### src/hdl/tbtf_pkg.sv
// Shared types, codes and helpers for the triple-buffer telemetry framer.
// No dependencies; imported by the channel interfaces, the frame store and the top level.
package tbtf_pkg;

    localparam int TBTF_CHANNELS = 8;
    localparam int NSLOTS        = 3;

    typedef logic [31:0] t_word;
    typedef logic [1:0]  t_slot;
    typedef logic [1:0]  t_status;
    typedef logic [3:0]  t_outcome;
    typedef logic [1:0]  t_req;
    typedef logic [NSLOTS-1:0][1:0] t_status_vec;

    localparam t_word TAIL_WORD = 32'h7F80_0000;

    // slot status codes
    localparam t_status ST_IDLE    = 2'd0;
    localparam t_status ST_PENDING = 2'd1;
    localparam t_status ST_ACTIVE  = 2'd2;

    // request codes
    localparam t_req REQ_SET  = 2'd0;
    localparam t_req REQ_SEND = 2'd1;
    localparam t_req REQ_DONE = 2'd2;
    localparam t_req REQ_ERR  = 2'd3;

    // transmitter start status
    localparam logic [1:0] START_OK   = 2'd0;
    localparam logic [1:0] START_BUSY = 2'd1;

    // error reasons
    localparam logic [1:0] ERR_RX_STALL = 2'd0;
    localparam logic [1:0] ERR_ABORT    = 2'd1;

    // outcome codes
    localparam t_outcome OC_WRITTEN    = 4'd0;
    localparam t_outcome OC_IGNORED    = 4'd1;
    localparam t_outcome OC_STARTED    = 4'd2;
    localparam t_outcome OC_QUEUED     = 4'd3;
    localparam t_outcome OC_DROPPED    = 4'd4;
    localparam t_outcome OC_RECLAIMED  = 4'd5;
    localparam t_outcome OC_STARTFAIL  = 4'd6;
    localparam t_outcome OC_DONE       = 4'd7;
    localparam t_outcome OC_RELEASED   = 4'd8;
    localparam t_outcome OC_ERRIGNORED = 4'd9;

    // true when some slot is active
    function automatic logic any_active(t_status_vec s);
        logic r;
        r = 1'b0;
        for (int i = 0; i < NSLOTS; i++) begin
            if (s[i] == ST_ACTIVE) r = 1'b1;
        end
        return r;
    endfunction

    // true when no slot is idle
    function automatic logic none_idle(t_status_vec s);
        logic r;
        r = 1'b1;
        for (int i = 0; i < NSLOTS; i++) begin
            if (s[i] == ST_IDLE) r = 1'b0;
        end
        return r;
    endfunction

endpackage

### src/hdl/tbtf_if.sv
// Valid/ready channel interfaces for request words and result words.
// Depends on tbtf_pkg for the field types.
interface tbtf_in_if;
    import tbtf_pkg::*;

    logic        valid;
    logic        ready;
    t_req        req_type;
    logic [7:0]  channel;
    t_word       value;
    t_word       stamp;
    logic [1:0]  start_status;
    logic [1:0]  error_reason;
    logic        tx_idle;

    modport source (output valid, req_type, channel, value, stamp, start_status,
                    error_reason, tx_idle, input ready);
    modport sink   (input valid, req_type, channel, value, stamp, start_status,
                    error_reason, tx_idle, output ready);
endinterface

interface tbtf_out_if;
    import tbtf_pkg::*;

    logic      valid;
    logic      ready;
    t_word     frame_word;
    logic      word_valid;
    logic      last;
    t_slot     slot;
    t_outcome  outcome;
    logic      no_idle_slot;
    t_word     reclaim_count;

    modport source (output valid, frame_word, word_valid, last, slot, outcome,
                    no_idle_slot, reclaim_count, input ready);
    modport sink   (input valid, frame_word, word_valid, last, slot, outcome,
                    no_idle_slot, reclaim_count, output ready);
endinterface

### src/hdl/triple_buffer_telemetry_framer.sv
// Triple-buffer telemetry framer top level: slot bookkeeping and frame sequencer.
// Depends on tbtf_pkg, tbtf_in_if/tbtf_out_if and tbtf_store.
//
// Usage:
//   i_in carries request words (set channel, send frame, transmit complete,
//   transmit error); o_out carries result words. A word moves when valid and
//   ready are both high. Requests are handled one at a time.
//   Every request except a started frame gives one result word, registered
//   in the cycle after the request is taken; with o_out.ready high such requests
//   can be taken every cycle.
//   A started frame gives CHANNELS+2 words (stamp, channel values, tail
//   0x7F800000). The first word passes the store read register, then the
//   output register; then one word per cycle while o_out.ready is high, paced
//   by the single read port of the frame store; next requests wait for the tail.
//   Reset (synchronous, active low) sets all slots idle, write and active slot
//   to 0, the reclaim count to 0, and makes the whole store read as zero at
//   once (no clearing pass).
//   When the receiver stalls, the output register holds its word, frame reads
//   pause, and no new request is taken until the pending result has moved.
module triple_buffer_telemetry_framer #(
    parameter int CHANNELS = tbtf_pkg::TBTF_CHANNELS
) (
    input  logic        i_clk,
    input  logic        i_rst_n,
    tbtf_in_if.sink     i_in,
    tbtf_out_if.source  o_out
);
    import tbtf_pkg::*;

    localparam int W     = CHANNELS + 1;
    localparam int DEPTH = NSLOTS * W;
    localparam int AW    = $clog2(DEPTH);
    localparam int CW    = $clog2(W + 1);
    localparam logic [AW-1:0] BASE1 = AW'(W);
    localparam logic [AW-1:0] BASE2 = AW'(2 * W);

    localparam logic S_IDLE = 1'b0;
    localparam logic S_EMIT = 1'b1;

    // control state
    logic         r_state;
    t_status_vec  r_status;
    t_slot        r_wslot;
    t_slot        r_aslot;
    t_word        r_reclaims;
    t_slot        r_emit_slot;
    logic         r_emit_noidle;
    logic [CW-1:0] r_rd_cnt;
    logic         r_rd_vld;

    // output register
    logic         r_o_valid;
    t_word        r_o_word;
    logic         r_o_wvalid;
    logic         r_o_last;
    t_slot        r_o_slot;
    t_outcome     r_o_outcome;
    logic         r_o_noidle;
    t_word        r_o_reclaims;

    // request decode
    t_status_vec  n_status;
    t_slot        n_wslot;
    t_slot        n_aslot;
    t_word        n_reclaims;
    logic         mem_we;
    logic [AW-1:0] mem_waddr;
    t_word        mem_wdata;
    logic         go_emit;
    t_slot        e_slot;
    logic         e_noidle;
    t_slot        res_slot;
    t_outcome     res_outcome;
    logic         res_noidle;
    logic [AW-1:0] wbase;
    logic         found;
    t_slot        pidx;

    // frame sequencer
    logic         acc;
    logic         out_free;
    logic         move;
    logic         issue;
    logic         tail;
    logic [AW-1:0] rbase;
    logic [AW-1:0] mem_raddr;
    t_word        mem_rdata;
    logic [NSLOTS-1:0] act_vec;

    assign out_free   = !r_o_valid || o_out.ready;
    assign i_in.ready = (r_state == S_IDLE) && out_free;
    assign acc        = i_in.valid && i_in.ready;

    // slot base address in the store
    function automatic logic [AW-1:0] base_of(t_slot s);
        logic [AW-1:0] b;
        case (s)
            2'd1:    b = BASE1;
            2'd2:    b = BASE2;
            default: b = '0;
        endcase
        return b;
    endfunction

    assign wbase = base_of(r_wslot);

    // request handling on the current slot state
    always_comb begin
        n_status    = r_status;
        n_wslot     = r_wslot;
        n_aslot     = r_aslot;
        n_reclaims  = r_reclaims;
        mem_we      = 1'b0;
        mem_waddr   = wbase;
        mem_wdata   = i_in.value;
        go_emit     = 1'b0;
        e_slot      = r_wslot;
        e_noidle    = 1'b0;
        res_slot    = r_wslot;
        res_outcome = OC_IGNORED;
        res_noidle  = 1'b0;
        found       = 1'b0;
        pidx        = '0;
        case (i_in.req_type)
            REQ_SET: begin
                if ((i_in.channel != 8'd0) && (i_in.channel <= 8'(CHANNELS)) &&
                    (r_status[r_wslot] == ST_IDLE)) begin
                    mem_we      = 1'b1;
                    mem_waddr   = wbase + AW'(i_in.channel);
                    res_outcome = OC_WRITTEN;
                end
            end
            REQ_SEND: begin
                if (r_status[r_wslot] != ST_IDLE) begin
                    res_outcome = OC_DROPPED;
                    if ((r_status[r_wslot] == ST_PENDING) && !any_active(r_status)) begin
                        n_status[r_wslot] = ST_IDLE;
                        n_reclaims        = r_reclaims + 32'd1;
                        res_outcome       = OC_RECLAIMED;
                    end
                end else begin
                    mem_we    = 1'b1;
                    mem_wdata = i_in.stamp;
                    if (any_active(r_status)) begin
                        n_status[r_wslot] = ST_PENDING;
                        res_outcome       = OC_QUEUED;
                    end else begin
                        case (i_in.start_status)
                            START_OK: begin
                                n_status[r_wslot] = ST_ACTIVE;
                                n_aslot           = r_wslot;
                                res_outcome       = OC_STARTED;
                                go_emit           = 1'b1;
                            end
                            START_BUSY: begin
                                n_status[r_wslot] = ST_PENDING;
                                res_outcome       = OC_QUEUED;
                            end
                            default: begin
                                n_status[r_wslot] = ST_IDLE;
                                res_outcome       = OC_STARTFAIL;
                            end
                        endcase
                    end
                    // lowest idle slot becomes the write slot
                    for (int i = NSLOTS - 1; i >= 0; i--) begin
                        if (n_status[i] == ST_IDLE) n_wslot = t_slot'(i);
                    end
                end
                res_noidle = none_idle(n_status);
                e_noidle   = res_noidle;
            end
            REQ_DONE: begin
                n_status[r_aslot] = ST_IDLE;
                for (int i = NSLOTS - 1; i >= 0; i--) begin
                    if (n_status[i] == ST_PENDING) begin
                        found = 1'b1;
                        pidx  = t_slot'(i);
                    end
                end
                if (found) begin
                    res_slot = pidx;
                    if (i_in.start_status == START_OK) begin
                        n_status[pidx] = ST_ACTIVE;
                        n_aslot        = pidx;
                        go_emit        = 1'b1;
                        e_slot         = pidx;
                    end else begin
                        n_status[pidx] = ST_IDLE;
                        res_outcome    = OC_STARTFAIL;
                    end
                end else begin
                    res_slot    = r_aslot;
                    res_outcome = OC_DONE;
                end
            end
            REQ_ERR: begin
                res_slot    = r_aslot;
                res_outcome = OC_ERRIGNORED;
                if ((i_in.error_reason != ERR_RX_STALL) &&
                    (r_status[r_aslot] == ST_ACTIVE) &&
                    ((i_in.error_reason == ERR_ABORT) || i_in.tx_idle)) begin
                    n_status[r_aslot] = ST_IDLE;
                    res_outcome       = OC_RELEASED;
                end
            end
            default: begin
                res_outcome = OC_ERRIGNORED;
            end
        endcase
    end

    // frame read pipeline: store read register is the middle stage
    assign rbase     = base_of(r_emit_slot);
    assign mem_raddr = rbase + AW'(r_rd_cnt);
    assign move      = (r_state == S_EMIT) && r_rd_vld && out_free;
    assign issue     = (r_state == S_EMIT) && (r_rd_cnt < CW'(W)) && (!r_rd_vld || move);
    assign tail      = (r_state == S_EMIT) && (r_rd_cnt == CW'(W)) && !r_rd_vld && out_free;

    tbtf_store #(
        .DEPTH (DEPTH),
        .AW    (AW)
    ) u_store (
        .i_clk   (i_clk),
        .i_rst_n (i_rst_n),
        .i_we    (acc && mem_we),
        .i_waddr (mem_waddr),
        .i_wdata (mem_wdata),
        .i_re    (issue),
        .i_raddr (mem_raddr),
        .o_rdata (mem_rdata)
    );

    // slot bookkeeping and sequencer state
    always_ff @(posedge i_clk) begin
        if (!i_rst_n) begin
            r_state    <= S_IDLE;
            r_status   <= '0;
            r_wslot    <= '0;
            r_aslot    <= '0;
            r_reclaims <= '0;
            r_rd_cnt   <= '0;
            r_rd_vld   <= 1'b0;
        end else begin
            if (acc) begin
                r_status   <= n_status;
                r_wslot    <= n_wslot;
                r_aslot    <= n_aslot;
                r_reclaims <= n_reclaims;
                if (go_emit) begin
                    r_state  <= S_EMIT;
                    r_rd_cnt <= '0;
                    r_rd_vld <= 1'b0;
                end
            end
            if (issue) begin
                r_rd_cnt <= r_rd_cnt + CW'(1);
                r_rd_vld <= 1'b1;
            end else if (move) begin
                r_rd_vld <= 1'b0;
            end
            if (tail) begin
                r_state <= S_IDLE;
            end
        end
    end

    // frame attributes, held for the whole frame
    always_ff @(posedge i_clk) begin
        if (acc && go_emit) begin
            r_emit_slot   <= e_slot;
            r_emit_noidle <= e_noidle;
        end
    end

    // output register valid
    always_ff @(posedge i_clk) begin
        if (!i_rst_n) begin
            r_o_valid <= 1'b0;
        end else if ((acc && !go_emit) || move || tail) begin
            r_o_valid <= 1'b1;
        end else if (o_out.ready) begin
            r_o_valid <= 1'b0;
        end
    end

    // output register payload
    always_ff @(posedge i_clk) begin
        if (acc && !go_emit) begin
            r_o_word     <= '0;
            r_o_wvalid   <= 1'b0;
            r_o_last     <= 1'b1;
            r_o_slot     <= res_slot;
            r_o_outcome  <= res_outcome;
            r_o_noidle   <= res_noidle;
            r_o_reclaims <= n_reclaims;
        end else if (move || tail) begin
            r_o_word     <= tail ? TAIL_WORD : mem_rdata;
            r_o_wvalid   <= 1'b1;
            r_o_last     <= tail;
            r_o_slot     <= r_emit_slot;
            r_o_outcome  <= OC_STARTED;
            r_o_noidle   <= r_emit_noidle;
            r_o_reclaims <= r_reclaims;
        end
    end

    assign o_out.valid         = r_o_valid;
    assign o_out.frame_word    = r_o_word;
    assign o_out.word_valid    = r_o_wvalid;
    assign o_out.last          = r_o_last;
    assign o_out.slot          = r_o_slot;
    assign o_out.outcome       = r_o_outcome;
    assign o_out.no_idle_slot  = r_o_noidle;
    assign o_out.reclaim_count = r_o_reclaims;

    always_comb begin
        for (int i = 0; i < NSLOTS; i++) begin
            act_vec[i] = (r_status[i] == ST_ACTIVE);
        end
    end

    a_one_active: assert property (@(posedge i_clk) disable iff (!i_rst_n)
        $onehot0(act_vec))
        else $error("more than one active slot");

    a_emit_active: assert property (@(posedge i_clk) disable iff (!i_rst_n)
        (r_state == S_EMIT) |-> (r_status[r_emit_slot] == ST_ACTIVE))
        else $error("emitting a slot that is not active");

    a_rd_cnt_range: assert property (@(posedge i_clk) disable iff (!i_rst_n)
        r_rd_cnt <= CW'(W))
        else $error("frame read count overrun");

    a_word_outcome: assert property (@(posedge i_clk) disable iff (!i_rst_n)
        (r_o_valid && r_o_wvalid) |-> (r_o_outcome == OC_STARTED))
        else $error("frame word without started outcome");

    a_no_take_in_emit: assert property (@(posedge i_clk) disable iff (!i_rst_n)
        (r_state == S_EMIT) |-> !i_in.ready)
        else $error("request taken during frame");

endmodule

### src/hdl/tbtf_store.sv
// Frame store: one write port, one registered read port, per-entry valid bits.
// Entries never written read as zero. Depends on tbtf_pkg for the word type.
module tbtf_store #(
    parameter int DEPTH = 3 * (tbtf_pkg::TBTF_CHANNELS + 1),
    parameter int AW    = $clog2(DEPTH)
) (
    input  logic                 i_clk,
    input  logic                 i_rst_n,
    input  logic                 i_we,
    input  logic [AW-1:0]        i_waddr,
    input  tbtf_pkg::t_word      i_wdata,
    input  logic                 i_re,
    input  logic [AW-1:0]        i_raddr,
    output tbtf_pkg::t_word      o_rdata
);
    import tbtf_pkg::*;

    t_word            r_mem [DEPTH];
    logic [DEPTH-1:0] r_valid;
    t_word            r_rdata;

    // data array
    always_ff @(posedge i_clk) begin
        if (i_we) begin
            r_mem[i_waddr] <= i_wdata;
        end
    end

    // written marks, cleared at reset so the store reads as zero
    always_ff @(posedge i_clk) begin
        if (!i_rst_n) begin
            r_valid <= '0;
        end else if (i_we) begin
            r_valid[i_waddr] <= 1'b1;
        end
    end

    // registered read, holds while no read is issued
    always_ff @(posedge i_clk) begin
        if (i_re) begin
            r_rdata <= r_valid[i_raddr] ? r_mem[i_raddr] : '0;
        end
    end

    assign o_rdata = r_rdata;

    a_raddr_range: assert property (@(posedge i_clk) disable iff (!i_rst_n)
        i_re |-> (i_raddr < DEPTH))
        else $error("frame store read address out of range");

    a_waddr_range: assert property (@(posedge i_clk) disable iff (!i_rst_n)
        i_we |-> (i_waddr < DEPTH))
        else $error("frame store write address out of range");

    a_mark_set: assert property (@(posedge i_clk) disable iff (!i_rst_n)
        i_we |=> r_valid[$past(i_waddr)])
        else $error("written entry not marked");

endmodule
### src/flat_wrapper.sv
// flat-port wrapper written by rule: the top's interface ports become plain ports
module triple_buffer_telemetry_framer_flat import tbtf_pkg::*;
#(
    parameter int CHANNELS = tbtf_pkg::TBTF_CHANNELS
)
  (i_clk, i_rst_n, i_in_valid, i_in_req_type, i_in_channel, i_in_value, i_in_stamp, i_in_start_status, i_in_error_reason, i_in_tx_idle, i_in_ready, o_out_valid, o_out_frame_word, o_out_word_valid, o_out_last, o_out_slot, o_out_outcome, o_out_no_idle_slot, o_out_reclaim_count, o_out_ready);
  tbtf_in_if i_in_i ();
  tbtf_out_if o_out_i ();
  input  logic i_clk;
  input  logic i_rst_n;
  input wire logic [$bits(i_in_i.valid)-1:0] i_in_valid;
  input wire logic [$bits(i_in_i.req_type)-1:0] i_in_req_type;
  input wire logic [$bits(i_in_i.channel)-1:0] i_in_channel;
  input wire logic [$bits(i_in_i.value)-1:0] i_in_value;
  input wire logic [$bits(i_in_i.stamp)-1:0] i_in_stamp;
  input wire logic [$bits(i_in_i.start_status)-1:0] i_in_start_status;
  input wire logic [$bits(i_in_i.error_reason)-1:0] i_in_error_reason;
  input wire logic [$bits(i_in_i.tx_idle)-1:0] i_in_tx_idle;
  output wire logic [$bits(i_in_i.ready)-1:0] i_in_ready;
  output wire logic [$bits(o_out_i.valid)-1:0] o_out_valid;
  output wire logic [$bits(o_out_i.frame_word)-1:0] o_out_frame_word;
  output wire logic [$bits(o_out_i.word_valid)-1:0] o_out_word_valid;
  output wire logic [$bits(o_out_i.last)-1:0] o_out_last;
  output wire logic [$bits(o_out_i.slot)-1:0] o_out_slot;
  output wire logic [$bits(o_out_i.outcome)-1:0] o_out_outcome;
  output wire logic [$bits(o_out_i.no_idle_slot)-1:0] o_out_no_idle_slot;
  output wire logic [$bits(o_out_i.reclaim_count)-1:0] o_out_reclaim_count;
  input wire logic [$bits(o_out_i.ready)-1:0] o_out_ready;
  assign i_in_i.valid = i_in_valid;
  assign i_in_i.req_type = i_in_req_type;
  assign i_in_i.channel = i_in_channel;
  assign i_in_i.value = i_in_value;
  assign i_in_i.stamp = i_in_stamp;
  assign i_in_i.start_status = i_in_start_status;
  assign i_in_i.error_reason = i_in_error_reason;
  assign i_in_i.tx_idle = i_in_tx_idle;
  assign i_in_ready = i_in_i.ready;
  assign o_out_valid = o_out_i.valid;
  assign o_out_frame_word = o_out_i.frame_word;
  assign o_out_word_valid = o_out_i.word_valid;
  assign o_out_last = o_out_i.last;
  assign o_out_slot = o_out_i.slot;
  assign o_out_outcome = o_out_i.outcome;
  assign o_out_no_idle_slot = o_out_i.no_idle_slot;
  assign o_out_reclaim_count = o_out_i.reclaim_count;
  assign o_out_i.ready = o_out_ready;
  triple_buffer_telemetry_framer #(.CHANNELS(CHANNELS)) u_core (.i_clk(i_clk), .i_rst_n(i_rst_n), .i_in(i_in_i), .o_out(o_out_i));
endmodule
### config.mk
export PLATFORM = sky130hd
export DESIGN_NAME = triple_buffer_telemetry_framer_flat
export DESIGN_NICKNAME = d
export VERILOG_FILES = /design/src/hdl/tbtf_pkg.sv /design/src/hdl/tbtf_if.sv /design/src/hdl/triple_buffer_telemetry_framer.sv /design/src/hdl/tbtf_store.sv /design/src/flat_wrapper.sv
export SDC_FILE = /design/constraint.sdc
export NUM_CORES = 1
export LEC_CHECK = 0
export BUFFER_PORTS_ARGS = -buffer_cell sky130_fd_sc_hd__buf_2
export CORE_ASPECT_RATIO = 1.1
export CORE_UTILIZATION = 56
export DETAILED_ROUTE_END_ITERATION = 6
export PLACE_DENSITY = 0.76
export SLEW_MARGIN = 0
export SYNTH_ARGS = -nofsm -noshare
export SYNTH_HDL_FRONTEND = slang
export SYNTH_HIERARCHICAL = 1
export SYNTH_SLANG_ARGS = --single-unit
### constraint.sdc
create_clock -name i_clk -period 4.5 [get_ports i_clk]
set_input_delay 0.225 -clock i_clk [delete_from_list [all_inputs] [get_ports i_clk]]
set_output_delay 0.225 -clock i_clk [all_outputs]
set_load 0.01 [all_outputs]
# After elaboration in Yosys (flattened, before gate mapping)
# Memories as Yosys holds them, arrays and structs flattened. A register that Yosys moved wholly into a read port is not among the register bits.
# Index checks and enable logic that the tools add are counted.
# classes
bitwise	19
order_cmp	11
n_mux	104
eq_ne	24
reduce_logical	60
addsub	4
# ops
operator	count
two-way mux 32 bit	8
two-way mux 6 bit	9
two-way mux 2 bit	23
two-way mux 1 bit	36
adder 32 x 1 -> 32 bit (second input constant)	1
two-way mux 4 bit	7
bitwise OR 27 bit	1
logical AND 1 bit	21
one-hot mux 5 bit (2 select lines)	2
bitwise AND 6 bit	3
== test 2 x 1 -> 1 bit (second input constant)	9
zero test 2 bit	9
NOT 6 bit	3
one-hot mux 6 bit (3 select lines)	1
== test 2 bit (second input constant)	8
one-hot mux 4 bit (4 select lines)	1
nonzero test 2 bit	7
demux 2 bit (select 2 bit)	3
less-than comparator 5 x 6 -> 1 bit (second input constant)	2
one-hot mux 6 bit (2 select lines)	1
nonzero test 3 bit	4
two-way mux 5 bit	2
bitwise AND 3 bit	3
less-than comparator 2 x 3 -> 1 bit (second input constant)	3
28 further kinds	55
# totals
inputBits	83
regBits	152
mem_bits_rw	864
mem_count	1
wordCells	243
output_inout_bits	75
# memory_table
name	depth	word_bits	read_ports	rd_ports_with_merged_regs	write_ports	line	text
u_core.u_store.r_mem	27	32	1	1	1	tbtf_store.sv:18	t_word r_mem [DEPTH];

# Depth between registers and ports, before layout
# depth
ltp_word	20
depth_mapped	15
mapped_depth_nobuf	14

# Modules after synthesis
# The synthesis kept the hierarchy.
# modules_own_cells
module	instances	cells_per_inst	area_each_um2
tbtf_store	1	1658	35056.1
triple_buffer_telemetry_framer	1	766	7015.5

# Least setup slack after synthesis
# Ideal clock, no wire load.
# synth_timing
kind	flip-flop to flip-flop
startpoint	register u_core.r_wslot[0]
endpoint	memory u_core/u_store/r_mem[18][0] in the netlist's numbering (enable)
arrival_ns	4.122
slack_ns	-0.045
path_stages_with_launch	14
period_less_slack_ns	4.545
cell_sequence	dfxtp_1 > buf_6 > inv_1 > nor2_1 > ha_1 > inv_1 > fa_1 > inv_1 > a31oi_1 > xor2_1 > nor2_1 > xnor2_1 > or3b_2 > nor2_1
# synth_between
elab_cells_between_ends	17
# synth_lines
element	line	text
from (decl)	triple_buffer_telemetry_framer.sv:43	t_slot r_wslot;
from (signal assigned)	triple_buffer_telemetry_framer.sv:247	r_wslot <= n_wslot;
branches (longest 5 deep; another with adder 5 bit)	n/a	
two-way mux 5 bit (*)	triple_buffer_telemetry_framer.sv:124	case (i_in.req_type)
named net u_core.mem_waddr[4]	triple_buffer_telemetry_framer.sv:67	logic [AW-1:0] mem_waddr;
to (decl)	tbtf_store.sv:18	
# Mark *: on every way through the listed nets, which the timed path passes. The select of a mux whose other input is x is not followed.

# Worst setup path in the final report
# layout_timing
startpoint	register u_core.r_wslot[0]
endpoint	memory u_core/u_store/r_mem[19][7] in the netlist's numbering (enable)
# The elaborated chain is that of the path after synthesis.

==> flow_summary.toml <==
[outcome]
status = "complete, no violations"

[critical_path]
r2r-start = "u_core/r_wslot[0]$_SDFFE_PN0P_"
start_kind = "register"
worstPathMaxFanout = 22
cp-startpoint = "u_core/r_wslot[0]$_SDFFE_PN0P_"
path_class = "reg2reg"
worst_ep_required_time_ps = 4810
cp-end-kind = "register"
worstPathArrival_ps = 4520

[drt]
via_count = 24125
drc = 0
detail_route.wl_per_cell_um = 29.03
drtPass1Iterations = 5
postRouteAntennaNets = 0
drt_iter0_markers = 3083
routed_wl_um = 106600
viasPerCell = 6.574

[synthesis]
synthSimpleGateAreaFrac_pct = 6.323
synthTopCellsByArea = "edfxtp_1 (67%), mux4_2 (10%), dfxtp_1 (5.2%)"
synth_fa_ha_area_share_pct = 0.5413
synth_compound_area_share_pct = 4.749
ys.flop_type = "edfxtp_1"
avgSynthCellArea_um2 = 17.36
synth_cells = 2424
synth_fp_nets = 2524
synth_top_family_by_area = "multiplexers"
synth_top_area_share_pct = 66.95
ys_warn_count = 6
synthXorXnorAreaFrac_pct = 1.312
ys_ff_latch = 1048
syn_area_um2 = 42070
synth_edf_count = 938
ys_seq_area_share_pct = 72.18
netlist-cell-type-count = 85
synthArstFlopShare_pct = 0
yosysTopAreaCell = "edfxtp_1"
synth.area.mux_share_pct = 12.59

[cells_and_area]
drive_above_1_share_pct = 25.97
design_area_um2 = 47750
layout.nets = 2725
fin_util_pct = 64.10
antenna_cells = 0
area_delta_synth_final_pct = 13.50

[pwr]
ir_worst_vdd_mv = 0.3810
switching_share_pct = 20.49
p_per_area_nw_per_um2 = 417.0
p_sw_mw = 4.080
leakage_nw = 15.54
pwr-share-seq_pct = 53.9
p_total_mw = 19.91
power.share.clock_pct = 43.0
p_int_mw = 15.83
combPwrFrac_pct = 3.2

[timing]
finalHoldViolCount = 0
skew_ps = 25.35
timing.slew.headroom_pct = 16.82
layout_min_cycle_time_ps = 4214
drv_slew = 0
worstMarginPinSlew_ps = 1248
tns_ps = 0
fmax_mhz = 237.3
finalCritPeriodShare_pct = 93.65
rsz0062_at_grt = "false"
setup_violations = 0

[place]
io_buffers = 157
gp_congestion = 0.8872
place_area_um2 = 44390
dpl.hpwl_um = 60720

[clocking]
cts_tree = "yes"
cts.clk_slew.worst_paths_ps = 70
htree_num_levels = 3
clkLatencyLatePin_ps = 670
cts_max_path_buffers = 3
numClockSinks = 1048
hold_buffers = 0
numCtsBuffers = 98
cts_root_buffer = "clkbuf_16"

[grt]
gr-usage-all-layers_pct = 28.22
first_global_vias = 24073
antenna_found_initial = 2
grt-ovfl-total = 0
grt_max_degree = 69
grt_first_pass_wirelength_um = 156600

[floorplan]
die_h_um = 289.5
chipWidth_um = 263.3
row_count = 105
start_util_pct = 56.48
core_region_area_um2 = 74490
die-area_um2 = 76230
ios = 158

[worst_hold_path]
hp-class = "in2reg"
holdCritStartpoint = "o_out_ready"

[flow_run]
cap_violations = 0
timing repair:
| action | CTS | global route |
|---|---|---|
| buffers inserted | 0 | 3 |
| gates resized for setup | 0 | 2 |
| setup endpoints to repair | 0 | 254 |
final timing paths:
kind,end,slack (ps),cells past startpoint
hold / removal,u_core/o_out.valid$_SDFFE_PN0P_,60,4
hold reg to reg,u_core/o_out.frame_word[18]$_SDFFE_PP0P_,460,2
setup / recovery,u_core/u_store/r_mem[19][7]$_DFFE_PP_,290,9
setup reg to reg,u_core/u_store/r_mem[19][7]$_DFFE_PP_,290,9
synth_stat cells (23+ instances only):
library cell / count
o21ai_0: 44
o311ai_0: 31
buf_6: 23
xor2_1: 24
o21a_1: 31
nand2_1: 182
buf_2: 40
dfxtp_1: 110
nand3_1: 28
nor2_1: 188
o22ai_1: 65
mux2i_1: 42
edfxtp_1: 938
mux4_2: 196
mux2_2: 40
and3_1: 43
xnor2_1: 39
a21oi_1: 43
clkbuf_1: 60
power by group through the flow:
| stage | combinational, mW | clock (mW) | sequential [mW] |
|---|---|---|---|
| global route | 0.670 | 9.02 | 10.7 |
| finish | 0.628 | 8.56 | 10.7 |
| CTS | 0.627 | 8.64 | 10.7 |
| detailed placement | 0.622 | 0 | 10.9 |
| global placement | 0.599 | 0 | 10.9 |
| floorplan | 0.353 | 0 | 10.9 |
critical path: stages (launching register included):
cell and delay (ps):
dfxtp_1 660, mux2i_1 440, o2bb2ai_2 210, nor4_1 440, nand2_1 310, nor2_1 200
xnor2_1 350, or3b_2 640, nor2_4 160, buf_4 410
routing by layer:
metal | up-vias | part of all wire (%) | track usage (%)
li1 | 9995 | - | -
met1 | 12293 | 37 | 36.53
met2 | 1585 | 50 | 47.13
met3 | 250 | 9.9 | 6.035
met4 | 2 | 3.7 | 11.15
met5 | - | 0.012 | 0
cell usage in the layout, fill, tap and decap left out, types with 14 or more instances in the layout:
master,count
a21oi_1,43
and3_1,42
buf_12,24
buf_2,157
buf_4,66
bufinv_16,14
clkbuf_1,17
clkbuf_16,99
clkinv_1,15
dfxtp_1,110
edfxtp_1,938
ha_1,14
inv_1,18
mux2_2,40
mux2i_1,42
mux4_2,196
nand2_1,181
nand2b_1,17
nand3_1,25
nand4_1,18
nor2_1,161
nor2_4,28
nor3_1,16
o21a_1,31
o21ai_0,43
o22ai_1,65
o311ai_0,31
xnor2_1,36
xor2_1,24
metrics by stage:
step,hold WS [ps],setup slack (ps),instances
2_1_floorplan,435.2,-45.04,2424
4_1_cts,28.63,279.6,3667
6_report,58.14,285.9,3670
3_5_place_dp,446.9,308.5,3485
5_1_grt,92.39,32.24,3670
3_3_place_gp,441.4,529.3,3485
cell families (layout without fill, tap and decap cells):
group / count (synthesis) / after routing
AND/OR/NAND/NOR: 559 / 559
multiplexers: 279 / 279
flip-flops: 1048 / 1048
adder cells (fa/ha/maj): 17 / 17
buffers and inverters: 167 / 450
XOR/XNOR: 63 / 63
AO/OA/AOI/OAI: 291 / 291
area by class of cell:
cell class,instances,area (um2)
flip-flops and latches,1048,30370
fillers,4897,26740
well taps,963,1205
clock inverters,61,720.7
multi-input cells,1209,11000
repair buffers,247,1762
inverters,21,86.33
clock buffers,121,2610
flip-flops by register name, indices dropped and copies added (netlist names):
register,cells
u_core/o_out.word_valid,1
u_core/r_rd_vld,1
u_core/r_status,6
u_core/o_out.valid,1
u_core/u_store/o_rdata,32
u_core/o_out.no_idle_slot,1
u_core/o_out.slot,2
u_core/r_state,1
u_core/o_out.frame_word,32
u_core/u_store/r_mem,864
u_core/o_out.last,1
u_core/o_out.reclaim_count,32
u_core/r_aslot,2
u_core/r_rd_cnt,4
u_core/u_store/r_valid,27
u_core/r_emit_slot,2
u_core/r_wslot,2
u_core/r_emit_noidle,1
u_core/r_reclaims,32
u_core/o_out.outcome,4
(Power assumes the default switching activity.)
